===== config.mk =====
export PLATFORM = sky130hd
export DESIGN_NAME = irq_redirection_lazy_mask
export DESIGN_NICKNAME = d
export VERILOG_FILES = /design/src/rtl/irqlm_pkg.sv /design/src/rtl/irqlm_regs.sv /design/src/rtl/irq_redirection_lazy_mask.sv
export SDC_FILE = /design/constraint.sdc
export NUM_CORES = 1
export LEC_CHECK = 0
export BUFFER_PORTS_ARGS = -buffer_cell sky130_fd_sc_hd__buf_2
export CAP_MARGIN = 20
export CORE_MARGIN = 5
export CORE_UTILIZATION = 56
export DETAILED_ROUTE_END_ITERATION = 16
export PLACE_DENSITY = 0.75
export SETUP_SLACK_MARGIN = 0.5
export SLEW_MARGIN = 0
export SYNTH_ARGS = -nofsm -noshare
export SYNTH_HDL_FRONTEND = slang
export SYNTH_HIERARCHICAL = 1
export SYNTH_SLANG_ARGS = --single-unit

===== constraint.sdc =====
create_clock -name i_clk -period 6.55 [get_ports i_clk]
set_clock_uncertainty 0.05 [all_clocks]
set_input_delay 1.31 -clock i_clk [delete_from_list [all_inputs] [get_ports i_clk]]
set_output_delay 1.31 -clock i_clk [all_outputs]
set_load 0.05 [all_outputs]

===== src/rtl/irqlm_pkg.sv =====
package irqlm_pkg;

    localparam int LINE_W   = 6;
    localparam int VEC_W    = 8;
    localparam int DEST_W   = 8;
    localparam int COUNT_W  = 7;
    localparam int LIMIT_W  = 9;
    localparam int PADDR_W  = 4;
    localparam int PDATA_W  = 32;

    localparam logic [2:0] OP_CONFIGURE = 3'd0;
    localparam logic [2:0] OP_ENABLE    = 3'd1;
    localparam logic [2:0] OP_DISABLE   = 3'd2;
    localparam logic [2:0] OP_MASK      = 3'd3;
    localparam logic [2:0] OP_UNMASK    = 3'd4;
    localparam logic [2:0] OP_ARRIVAL   = 3'd5;
    localparam logic [2:0] OP_SET_DEST  = 3'd6;
    localparam logic [2:0] OP_QUERY     = 3'd7;

    localparam logic [1:0] HW_NONE  = 2'd0;
    localparam logic [1:0] HW_LOW   = 2'd1;
    localparam logic [1:0] HW_HIGH  = 2'd2;
    localparam logic [1:0] HW_WHOLE = 2'd3;

    localparam logic [1:0] ERR_OK        = 2'd0;
    localparam logic [1:0] ERR_RANGE     = 2'd1;
    localparam logic [1:0] ERR_NO_VECTOR = 2'd2;

    localparam logic [1:0] REG_LINE_COUNT  = 2'd0;
    localparam logic [1:0] REG_VECTOR_BASE = 2'd1;
    localparam logic [1:0] REG_VECTOR_LIM  = 2'd2;
    localparam logic [1:0] REG_SPURIOUS    = 2'd3;

    localparam logic [LINE_W-1:0] LINE_NINE = 6'd9;

    typedef struct packed {
        logic [2:0]        opcode;
        logic [LINE_W-1:0] line;
        logic              level_mode;
        logic              active_low;
        logic [DEST_W-1:0] dest_id;
    } t_in_item;

    typedef struct packed {
        logic              deliver;
        logic              keep_masked;
        logic [1:0]        hw_update;
        logic [VEC_W-1:0]  line_vector;
        logic              line_masked;
        logic              line_level;
        logic              line_active_low;
        logic [DEST_W-1:0] line_dest;
        logic              pending_flag;
        logic              available;
        logic [1:0]        error;
    } t_out_item;

    typedef struct packed {
        logic [COUNT_W-1:0] line_count;
        logic [VEC_W-1:0]   vector_base;
        logic [LIMIT_W-1:0] vector_limit;
        logic [VEC_W-1:0]   spurious_vector;
    } t_cfg;

    typedef struct packed {
        logic              valid;
        logic              level;
        logic              active_low;
        logic              mask;
        logic              pending;
        logic              assigned;
        logic [VEC_W-1:0]  vector;
        logic [DEST_W-1:0] dest;
    } t_entry;

    localparam t_entry ENTRY_RESET = '{
        valid:      1'b0,
        level:      1'b0,
        active_low: 1'b0,
        mask:       1'b1,
        pending:    1'b0,
        assigned:   1'b0,
        vector:     '0,
        dest:       '0
    };

endpackage


===== src/rtl/irqlm_regs.sv =====
module irqlm_regs
    import irqlm_pkg::*;
(
    input  logic               i_clk,
    input  logic               i_rst_n,
    input  logic               psel,
    input  logic               penable,
    input  logic               pwrite,
    input  logic [PADDR_W-1:0] paddr,
    input  logic [PDATA_W-1:0] pwdata,
    output logic [PDATA_W-1:0] prdata,
    output logic               pready,
    output t_cfg               o_cfg
);

    t_cfg       r_cfg;
    logic       wr_en;
    logic [1:0] reg_idx;

    assign pready  = 1'b1;
    assign wr_en   = psel & penable & pwrite;
    assign reg_idx = paddr[3:2];

    always_ff @(posedge i_clk) begin
        if (!i_rst_n) begin
            r_cfg.line_count      <= '0;
            r_cfg.vector_base     <= 8'd32;
            r_cfg.vector_limit    <= 9'd240;
            r_cfg.spurious_vector <= 8'd255;
        end else if (wr_en) begin
            unique case (reg_idx)
                REG_LINE_COUNT:  r_cfg.line_count      <= pwdata[COUNT_W-1:0];
                REG_VECTOR_BASE: r_cfg.vector_base     <= pwdata[VEC_W-1:0];
                REG_VECTOR_LIM:  r_cfg.vector_limit    <= pwdata[LIMIT_W-1:0];
                REG_SPURIOUS:    r_cfg.spurious_vector <= pwdata[VEC_W-1:0];
            endcase
        end
    end

    always_comb begin
        prdata = '0;
        unique case (reg_idx)
            REG_LINE_COUNT:  prdata = {{(PDATA_W-COUNT_W){1'b0}}, r_cfg.line_count};
            REG_VECTOR_BASE: prdata = {{(PDATA_W-VEC_W){1'b0}}, r_cfg.vector_base};
            REG_VECTOR_LIM:  prdata = {{(PDATA_W-LIMIT_W){1'b0}}, r_cfg.vector_limit};
            REG_SPURIOUS:    prdata = {{(PDATA_W-VEC_W){1'b0}}, r_cfg.spurious_vector};
        endcase
    end

    assign o_cfg = r_cfg;

endmodule


===== src/rtl/irq_redirection_lazy_mask.sv =====
// Interrupt-line redirection table with lazy masking of edge lines. Each item applies one
// opcode to one line and yields exactly one result item: the line's state after the step,
// the hardware entry write it causes and an error code. The block accepts one item per clock
// cycle unless the output stalls; the table is read at the accepting edge, and the update,
// table write and result register load happen at the edge on which the item advances. The
// line table lives in a memory with one read and one write port and a per-line written bit
// that reset clears, so the table reads as reset right after reset without any clearing pass;
// a write from the preceding item is forwarded to the next. Configuration registers sit on the
// APB port; the user must write them only while the block is idle; the block does not check.
module irq_redirection_lazy_mask
    import irqlm_pkg::*;
#(
    parameter int NUM_LINES = 64
)(
    input  logic               i_clk,
    input  logic               i_rst_n,
    input  logic               i_in_valid,
    output logic               o_in_stall,
    input  t_in_item           i_in_item,
    output logic               o_out_valid,
    input  logic               i_out_stall,
    output t_out_item          o_out_item,
    input  logic               psel,
    input  logic               penable,
    input  logic               pwrite,
    input  logic [PADDR_W-1:0] paddr,
    input  logic [PDATA_W-1:0] pwdata,
    output logic [PDATA_W-1:0] prdata,
    output logic               pready
);

    localparam int          AW      = (NUM_LINES > 1) ? $clog2(NUM_LINES) : 1;
    localparam logic [8:0]  NLINES9 = 9'(NUM_LINES);

    t_cfg cfg;

    irqlm_regs u_regs (
        .i_clk   (i_clk),
        .i_rst_n (i_rst_n),
        .psel    (psel),
        .penable (penable),
        .pwrite  (pwrite),
        .paddr   (paddr),
        .pwdata  (pwdata),
        .prdata  (prdata),
        .pready  (pready),
        .o_cfg   (cfg)
    );

    t_entry                r_mem [NUM_LINES];
    logic [NUM_LINES-1:0]  r_written;
    t_entry                r_rd;

    t_in_item              r_in;
    logic                  r_s1_valid;
    logic                  r_out_valid;
    t_out_item             r_out_item;

    logic                  r_fwd_valid;
    logic [AW-1:0]         r_fwd_addr;
    t_entry                r_fwd_entry;

    logic                  advance;
    logic                  accept;
    logic [AW+LINE_W-1:0]  in_addr_ext;
    logic [AW+LINE_W-1:0]  s1_addr_ext;
    logic [AW-1:0]         in_addr;
    logic [AW-1:0]         s1_addr;
    logic [8:0]            eff_count;
    logic                  out_of_range;
    logic [8:0]            vec_sum;
    t_entry                cur;
    t_entry                n_entry;
    t_out_item             n_out;
    logic                  wr_en;

    assign advance    = r_s1_valid & (~r_out_valid | ~i_out_stall);
    assign o_in_stall = r_s1_valid & ~advance;
    assign accept     = i_in_valid & ~o_in_stall;

    assign in_addr_ext = {{AW{1'b0}}, i_in_item.line};
    assign s1_addr_ext = {{AW{1'b0}}, r_in.line};
    assign in_addr     = in_addr_ext[AW-1:0];
    assign s1_addr     = s1_addr_ext[AW-1:0];

    assign eff_count    = ({2'b00, cfg.line_count} > NLINES9) ? NLINES9
                                                              : {2'b00, cfg.line_count};
    assign out_of_range = ({3'b000, r_in.line} >= eff_count);
    assign vec_sum      = {1'b0, cfg.vector_base} + {3'b000, r_in.line};

    // take the last write when it hit this line, else the table or its reset value
    always_comb begin
        if (r_fwd_valid && r_fwd_addr == s1_addr) begin
            cur = r_fwd_entry;
        end else if (r_written[s1_addr]) begin
            cur = r_rd;
        end else begin
            cur = ENTRY_RESET;
        end
    end

    always_comb begin
        n_entry = cur;
        n_out   = '0;
        n_out.error = ERR_OK;
        n_out.hw_update = HW_NONE;
        unique case (r_in.opcode)
            OP_CONFIGURE: begin
                n_entry.valid      = 1'b1;
                n_entry.level      = r_in.level_mode;
                n_entry.active_low = r_in.active_low;
                n_entry.mask       = 1'b1;
                n_entry.pending    = 1'b0;
                n_entry.assigned   = 1'b0;
                n_out.hw_update    = HW_WHOLE;
            end
            OP_ENABLE: begin
                if (!cur.assigned) begin
                    if (vec_sum >= cfg.vector_limit) begin
                        n_out.error = ERR_NO_VECTOR;
                    end else begin
                        n_entry.vector   = vec_sum[VEC_W-1:0];
                        n_entry.assigned = 1'b1;
                    end
                end
                if (n_out.error == ERR_OK) begin
                    n_entry.pending = 1'b0;
                    n_entry.mask    = 1'b0;
                    n_out.hw_update = HW_LOW;
                end
            end
            OP_DISABLE: begin
                n_entry.assigned = 1'b0;
                n_entry.pending  = 1'b0;
                n_entry.mask     = 1'b1;
                n_out.hw_update  = HW_LOW;
            end
            OP_MASK: begin
                n_entry.mask    = 1'b1;
                n_out.hw_update = cur.level ? HW_LOW : HW_NONE;
            end
            OP_UNMASK: begin
                if (!cur.level) begin
                    // pending edge: drop it and leave the line masked
                    if (cur.pending) begin
                        n_entry.pending   = 1'b0;
                        n_out.keep_masked = 1'b1;
                    end else begin
                        n_entry.mask = 1'b0;
                    end
                end else begin
                    n_entry.mask    = 1'b0;
                    n_out.hw_update = HW_LOW;
                end
            end
            OP_ARRIVAL: begin
                n_out.deliver = 1'b1;
                if (!cur.level && cur.mask) begin
                    n_entry.pending = 1'b1;
                    n_out.deliver   = 1'b0;
                end
                n_entry.mask    = 1'b1;
                n_out.hw_update = cur.level ? HW_LOW : HW_NONE;
            end
            OP_SET_DEST: begin
                if (cur.dest != r_in.dest_id) begin
                    n_entry.dest    = r_in.dest_id;
                    n_out.hw_update = HW_HIGH;
                end
            end
            OP_QUERY: begin
            end
        endcase

        n_out.line_vector     = n_entry.assigned ? n_entry.vector : cfg.spurious_vector;
        n_out.line_masked     = n_entry.mask;
        n_out.line_level      = n_entry.level;
        n_out.line_active_low = n_entry.active_low;
        n_out.line_dest       = n_entry.dest;
        n_out.pending_flag    = n_entry.pending;
        n_out.available       = n_entry.valid & (r_in.line != LINE_NINE);

        if (out_of_range) begin
            n_out             = '0;
            n_out.line_vector = cfg.spurious_vector;
            n_out.error       = ERR_RANGE;
        end
    end

    assign wr_en = advance & ~out_of_range;

    always_ff @(posedge i_clk) begin
        if (wr_en) begin
            r_mem[s1_addr] <= n_entry;
        end
        if (accept) begin
            r_rd <= r_mem[in_addr];
        end
    end

    always_ff @(posedge i_clk) begin
        if (!i_rst_n) begin
            r_written   <= '0;
            r_fwd_valid <= 1'b0;
        end else if (wr_en) begin
            r_written[s1_addr] <= 1'b1;
            r_fwd_valid        <= 1'b1;
        end
    end

    always_ff @(posedge i_clk) begin
        if (wr_en) begin
            r_fwd_addr  <= s1_addr;
            r_fwd_entry <= n_entry;
        end
        if (accept) begin
            r_in <= i_in_item;
        end
        if (advance) begin
            r_out_item <= n_out;
        end
    end

    always_ff @(posedge i_clk) begin
        if (!i_rst_n) begin
            r_s1_valid  <= 1'b0;
            r_out_valid <= 1'b0;
        end else begin
            if (accept) begin
                r_s1_valid <= 1'b1;
            end else if (advance) begin
                r_s1_valid <= 1'b0;
            end
            if (advance) begin
                r_out_valid <= 1'b1;
            end else if (!i_out_stall) begin
                r_out_valid <= 1'b0;
            end
        end
    end

    assign o_out_valid = r_out_valid;
    assign o_out_item  = r_out_item;

endmodule

==> results of run 1 <==
## kinds of logic (layout without fill, tap and decap cells)
logic type,count (synthesis),after routing
buffers and inverters,222,504
adders and majority gates,22,22
xor gates and xnor gates,15,15
and+or+nand+nor,279,279
muxes,511,511
other,2,27
DFF,1603,1603
AOI/OAI and AO/OA,229,229
## where the power goes
group	internal (W)	switching [W]	leakage, nW
sequential	0.0115	0.0000426	14.5
clock	0.00472	0.00365	2.32
combinational	0.000442	0.000953	5.66
total	0.0166	0.00464	22.5
## routing by layer
layer,part of all wire,vias up,track usage
met3,0.11,324,0.06290
met5,0.00037,-,0
li1,-,12450,-
met4,0.042,8,0.1078
met2,0.49,2185,0.4394
met1,0.36,16510,0.3687
## state kept, by name (all words and copies together) (netlist names)
name	flops
o_out_item	27
o_out_valid	1
r_fwd_addr	6
r_fwd_entry	22
r_fwd_valid	1
r_in	13
r_mem	1408
r_rd	22
r_s1_valid	1
r_written	64
s1_addr	6
u_regs/o_cfg	32
## placed cells by master (no fill, tap or decap), drive strengths merged, types with 19 or more instances in the layout
| cell | instances |
|---|---|
| nand2 | 95 |
| o21ai | 39 |
| dfxtp | 99 |
| clkinv | 57 |
| o21a | 68 |
| inv | 54 |
| a221oi | 19 |
| nor3 | 78 |
| nor2b | 20 |
| mux2i | 28 |
| a21oi | 24 |
| nor2 | 29 |
| buf | 190 |
| edfxtp | 1504 |
| clkbuf | 192 |
| ha | 21 |
| mux4 | 469 |
| conb | 24 |
## final cells by class
| type | instances | area (um^2) | area share |
|---|---|---|---|
| antenna | 3 | 7.507 | 0.0001067 |
| inverter | 45 | 168.9 | 0.002401 |
| timing repair buffer | 190 | 1471 | 0.02091 |
| sequential | 1603 | 47150 | 0.6701 |
| clock buffer | 192 | 4121 | 0.05858 |
| tap | 1488 | 1862 | 0.02646 |
| multi-input combinational | 1080 | 15000 | 0.2132 |
| clock inverter | 77 | 580.6 | 0.008252 |
## worst paths after layout
check	to	depth (start not counted)	start	slack, ns
setup reg to reg	r_mem[50][12]	15	s1_addr[1]	0.97
hold reg to reg	r_written[44]	1	r_written[44]	0.41
hold / removal	r_written[44]	1	r_written[44]	0.41
setup / recovery	r_mem[50][12]	15	s1_addr[1]	0.97
## stage by stage
stage	power, W	area, um^2
finish	0.02126	70360
global route	0.02191	70350
CTS	0.02137	70310
detailed placement	0.01309	65610
global placement	0.01302	65610
floorplan	0.01255	62690
==> results.py, run 1 <==
metrics = {
    "routing": {
        "vias_per_cell": 6.729,
        "drc": 0,
        "drtAntennaViolNets": 0,
        "wl_per_cell_um": 34.11,
        "vias": 31480,
        "drt_iter0_drc": 4469,
        "dr.pass1.iters": 5,
        "routed_wl_mm": 159.6,
    },
    "timing": {
        "max_freq_mhz": 179.1,
        "slew_headroom": 0.2670,
        "setup_violations": 0,
        "period_needed_ns": 5.584,
        "rsz0062_at_grt": "yes",
        "finalMaxSlewViolations": 0,
        "setup_slack_ns": 0.9665,
        "fin_setup_tns_ns": 0,
        "finalHoldViolations": 0,
        "worst_pin_slew_ns": 1.097,
        "min_period_over_period": 0.8524,
        "whs_ns": 0.4066,
    },
    "logic_synthesis": {
        "ys_seq_area_frac": 0.7531,
        "synth_top_family_by_area": "multiplexers",
        "async_flop_share": 0,
        "syn_area_per_cell_um2": 21.71,
        "synthMuxAreaShare": 0.1763,
        "synth-edff-count": 1504,
        "synth_compound_area_frac": 0.02622,
        "synthSimpleGateAreaFrac": 0.02170,
        "netlist_area_um2": 62600,
        "yosys_warnings": 6,
        "synth_largest_area_cell": "edfxtp_1",
        "yosysMostFrequentCell": "edfxtp_1",
        "synth_top_area_frac": 0.7214,
        "syn_inst": 2883,
        "ys_ff_latch": 1603,
        "synth.distinct_cells": 73,
        "synth_top_flop_cell": "edfxtp_1",
        "ys_top_cells_by_area": "edfxtp_1, mux4_2, dfxtp_1",
        "synth_xor_area_frac": 0.002099,
        "synthAdderAreaFrac": 0.004517,
        "synth_common_cells": "edfxtp_1, mux4_2, clkbuf_1, dfxtp_1, nand2_1",
    },
    "critical_path": {
        "slowest_delay_ns": 0.93,
        "crit_slowest_cell": "edfxtp_1",
        "worstPathBufferInverterCount": 1,
        "path_delay_family": "compound AO/OA/AOI/OAI gates",
        "worst_setup_path_start_kind": "flip-flop",
        "cp-end-kind": "flip-flop",
        "crit_path_cell_trace": "ha_1 > a21o_1 > a21oi_1 > o21bai_1 > a21oi_1 > nor2b_1 > o311ai_0 > ha_1 > o21a_1 > o21ai_0 > nand2b_1 > o21ai_1 > a21oi_1 > nor2_4 > buf_4",
        "cp.arrival_ns": 6.09,
        "crit_path_max_fanout": 43,
        "crit_type": "flip-flop to flip-flop",
        "worstPathRequired_ns": 7.06,
        "cp_common_cell": "a21oi_1",
    },
    "pwr": {
        "p_leak_nw": 22.52,
        "ir_drop_mv": 0.2262,
        "p_per_area_nw_per_um2": 302.2,
    },
    "cts": {
        "clkLatencyLatePin_ns": 0.75,
        "cts.htree.levels": 4,
        "clock_sinks": 1603,
        "clock_path_buffers": 3,
        "cts_tree": "built",
        "cts_resized": 0,
        "clk_pin_slew_worst_paths_ns": 0.06,
        "cts_hold_buf": 0,
        "cts_buffers": 153,
        "cts_setup_buffers": 0,
        "root_buffer": "clkbuf_16",
    },
    "global_route": {
        "grt_pass1_vias": 31510,
        "overflow": 0,
        "track_usage": 0.2726,
        "grt_pass1_wl_mm": 227.8,
        "antenna_found_initial": 14,
        "grt_max_degree": 79,
    },
    "cells_and_area": {
        "fin_util": 0.6349,
        "fillerInstances": 7154,
        "nets": 3157,
        "area_growth_pct": 12.38,
        "final_cells": 4678,
        "drive_gt1_frac": 0.3069,
    },
    "floorplan": {
        "row_count": 122,
        "die_w_um": 344.4,
        "start_util": 0.5649,
        "core_area_um2": 110800,
        "die_h_um": 344.4,
        "die-area_um2": 118600,
        "io_pins": 124,
    },
    "placed_design": {
        "io_buffers": 74,
        "post-place-cells": 4404,
        "dp_slack_ns": 1.092,
        "dpl.hpwl_mm": 87.87,
        "place.gp.congestion": 0.9451,
    },
    "hold_path": {
        "hp-class": "flip-flop to flip-flop",
    },
    "status": {
        "outcome": "finished, final reports clean",
    },
    "job": {
        "max_cap_violations": 0,
    },
}
Note: power is estimated with default switching activity, not from simulation.
==> run 2: changes to the inputs <==
--- a/config.mk
+++ b/config.mk
@@ -6,7 +6,7 @@
 export NUM_CORES = 1
 export LEC_CHECK = 0
 export BUFFER_PORTS_ARGS = -buffer_cell sky130_fd_sc_hd__buf_2
-export CAP_MARGIN = 20
+export CAP_MARGIN = 10
 export CORE_MARGIN = 5
 export CORE_UTILIZATION = 56
 export DETAILED_ROUTE_END_ITERATION = 16
@@ -15,5 +15,4 @@
 export SLEW_MARGIN = 0
 export SYNTH_ARGS = -nofsm -noshare
 export SYNTH_HDL_FRONTEND = slang
-export SYNTH_HIERARCHICAL = 1
 export SYNTH_SLANG_ARGS = --single-unit
==> run 2 against run 1 <==
Effect of this change: register-to-register slack better by 0.11 ns; clock-buffer cell count is 3 lower; worst setup slack better by 0.11 ns; via count is 1.5% lower; die area is 0.29% lower; sequential share of layout area is 0.37 points higher; non-clock buffer count is 1 higher; sequential cell count stayed put; first-iteration DRC count is 7.3% lower.
==> results.py, run 2 <==
metrics = {
    "logic_synthesis": {
        "synth_xor_area_frac": 0.002526,
        "synth.distinct_cells": 66,
        "yosysMostFrequentCell": "edfxtp_1",
        "synth_top_area_frac": 0.7236,
        "synthAdderAreaFrac": 0.004691,
        "synth_compound_area_frac": 0.02367,
        "synth_largest_area_cell": "edfxtp_1",
        "synth_top_family_by_area": "multiplexers",
        "syn_inst": 2845,
        "syn_area_per_cell_um2": 21.94,
        "ys_top_cells_by_area": "edfxtp_1, mux4_2, dfxtp_1",
        "synth_top_flop_cell": "edfxtp_1",
        "async_flop_share": 0,
        "yosys_warnings": 0,
        "ys_seq_area_frac": 0.7553,
        "netlist_area_um2": 62420,
        "synth_common_cells": "edfxtp_1, mux4_2, clkbuf_1, nand2_1, dfxtp_1",
        "synthSimpleGateAreaFrac": 0.02081,
        "ys_ff_latch": 1603,
        "synthMuxAreaShare": 0.1786,
        "synth-edff-count": 1504,
    },
    "cells_and_area": {
        "regMostFlops": "r_mem",
        "final_area_um2": 69970,
        "fillerInstances": 7079,
        "largest_register_ffs": 1408,
        "layout.cells.most_common_list": "edfxtp_1, mux4_2, clkbuf_16",
        "regArea_um2": 47150,
        "final_common_cell": "edfxtp_1",
        "drive_gt1_frac": 0.3087,
        "nets": 3120,
        "multi_input_area_um2": 14750,
        "area_growth_pct": 12.10,
        "fin_util": 0.6323,
    },
    "critical_path": {
        "crit_type": "flip-flop to flip-flop",
        "r2r-start": "s1_addr[1]",
        "rrSetupSlack_ns": 1.08,
        "worst_setup_path_start_kind": "flip-flop",
        "worstPathRequired_ns": 7.05,
        "cp-end-kind": "flip-flop",
        "cp.arrival_ns": 5.97,
        "r2r_cells": 15,
        "crit_path_max_fanout": 46,
        "timing.rr.end": "r_mem[32][11]",
    },
    "timing": {
        "min_period_over_period": 0.8351,
        "period_needed_ns": 5.470,
        "finalMaxSlewViolations": 0,
        "fin_setup_tns_ns": 0,
        "slew_headroom": 0.1737,
        "finalHoldViolations": 0,
        "max_freq_mhz": 182.8,
        "setup_violations": 0,
        "setup_slack_ns": 1.080,
        "rsz0062_at_grt": "no",
        "worst_pin_slew_ns": 1.239,
    },
    "routing": {
        "vias_per_cell": 6.672,
        "routed_wl_mm": 156.2,
        "dr.pass1.iters": 6,
        "drtAntennaViolNets": 0,
        "wl_per_cell_um": 33.61,
        "drc": 0,
        "vias": 31010,
        "drt_iter0_drc": 4142,
    },
    "pwr": {
        "p_leak_nw": 22.38,
        "p_per_area_nw_per_um2": 302.4,
        "ir_drop_mv": 0.1874,
    },
    "placed_design": {
        "placed_cell_area_um2": 65250,
        "io_buffers": 74,
        "dp_slack_ns": 1.217,
        "dpl.hpwl_mm": 83.90,
        "place.gp.congestion": 0.9505,
    },
    "hold_path": {
        "holdPathEnd": "r_written[52]",
        "min_from": "r_written[52]",
        "holdPathStages": 1,
        "hp-class": "flip-flop to flip-flop",
    },
    "floorplan": {
        "core_area_um2": 110700,
        "row_count": 122,
        "io_pins": 124,
        "die_w_um": 343.9,
        "die_h_um": 343.9,
        "start_util": 0.5640,
        "die-area_um2": 118200,
    },
    "status": {
        "outcome": "finished, final reports clean",
    },
    "job": {
        "max_cap_violations": 0,
    },
    "cts": {
        "clock_path_buffers": 3,
        "cts_setup_buffers": 0,
        "clock_sinks": 1603,
        "root_buffer": "clkbuf_16",
        "cts.htree.levels": 4,
        "clk_pin_slew_worst_paths_ns": 0.06,
        "cts_buffers": 151,
        "cts_resized": 0,
        "cts_hold_buf": 0,
        "clkLatencyLatePin_ns": 0.76,
        "cts_tree": "built",
    },
    "global_route": {
        "grt_pass1_vias": 31360,
        "grt_pass1_wl_mm": 223.4,
        "overflow": 0,
        "track_usage": 0.2679,
        "antenna_found_initial": 11,
        "grt_max_degree": 100,
    },
}
==> run 2: metrics by stage <==
step	power, W	hold slack [ns]	std cells
after global placement	0.01301	0.3952	4367
after floorplan	0.01255	0.3852	2867
after detailed placement	0.01307	0.3975	4367
after global routing	0.02178	0.4422	4646
final	0.02116	0.4142	4648
after CTS	0.02125	0.4140	4642
==> run 2: how the worst max path moves through the flow <==
stage                startpoint             to  slack [ns]
floorplan           i_out_stall   r_mem[49][0]        0.87
global placement     s1_addr[1]   r_mem[8][11]        1.38
detailed placement   s1_addr[1]  r_mem[11][11]        1.22
finish               s1_addr[1]  r_mem[32][11]        1.08
CTS                  s1_addr[1]  r_mem[40][11]        1.20
global route         s1_addr[1]  r_mem[39][13]        0.77
==> run 2: cell type report <==
| class | count | share of cell area |
|---|---|---|
| Tap cell | 1488 | 0.02661 |
| Multi-Input combinational cell | 1060 | 0.2108 |
| Clock buffer | 189 | 0.05785 |
| Clock inverter | 86 | 0.008369 |
| Inverter | 29 | 0.001556 |
| Timing Repair Buffer | 191 | 0.02094 |
| Antenna cell | 2 | 0.00007153 |
| Sequential cell | 1603 | 0.6738 |
==> run 2: worst max-delay path: stages (launching register included) <==
cell	delay, ns
edfxtp_1	0.88
ha_1	0.37
a21o_1	0.16
a21oi_1	0.23
nor2_1	0.09
o31a_1	0.27
o21ai_0	0.19
xnor2_1	0.13
ha_1	0.22
nor4_1	0.28
nand2_1	0.14
a211o_1	0.30
nand2_1	0.09
o211a_1	0.39
mux2_2	1.00
buf_4	0.42
==> run 2: power by group <==
group	total (W)	internal, W	switching (W)
registers	0.0115	0.0115	0.0000378
clock network	0.00827	0.00462	0.00366
logic	0.00139	0.000451	0.000939
==> run 2: cell families after synthesis <==
kind of cell	Yosys count
AOI/OAI and AO/OA	197
xor gates and xnor gates	18
adders and majority gates	23
buffers and inverters	204
DFF	1603
muxes	523
other	2
and+or+nand+nor	275
==> run 2: routing by layer <==
metal	up-vias	share of wire	wire, um	GRT usage
met1	16300	0.36	56100	0.3572
met4	6	0.046	7115	0.1118
met5	-	0.00026	41	0
li1	12300	-	-	-
met3	343	0.11	16750	0.06285
met2	2065	0.49	76210	0.4337
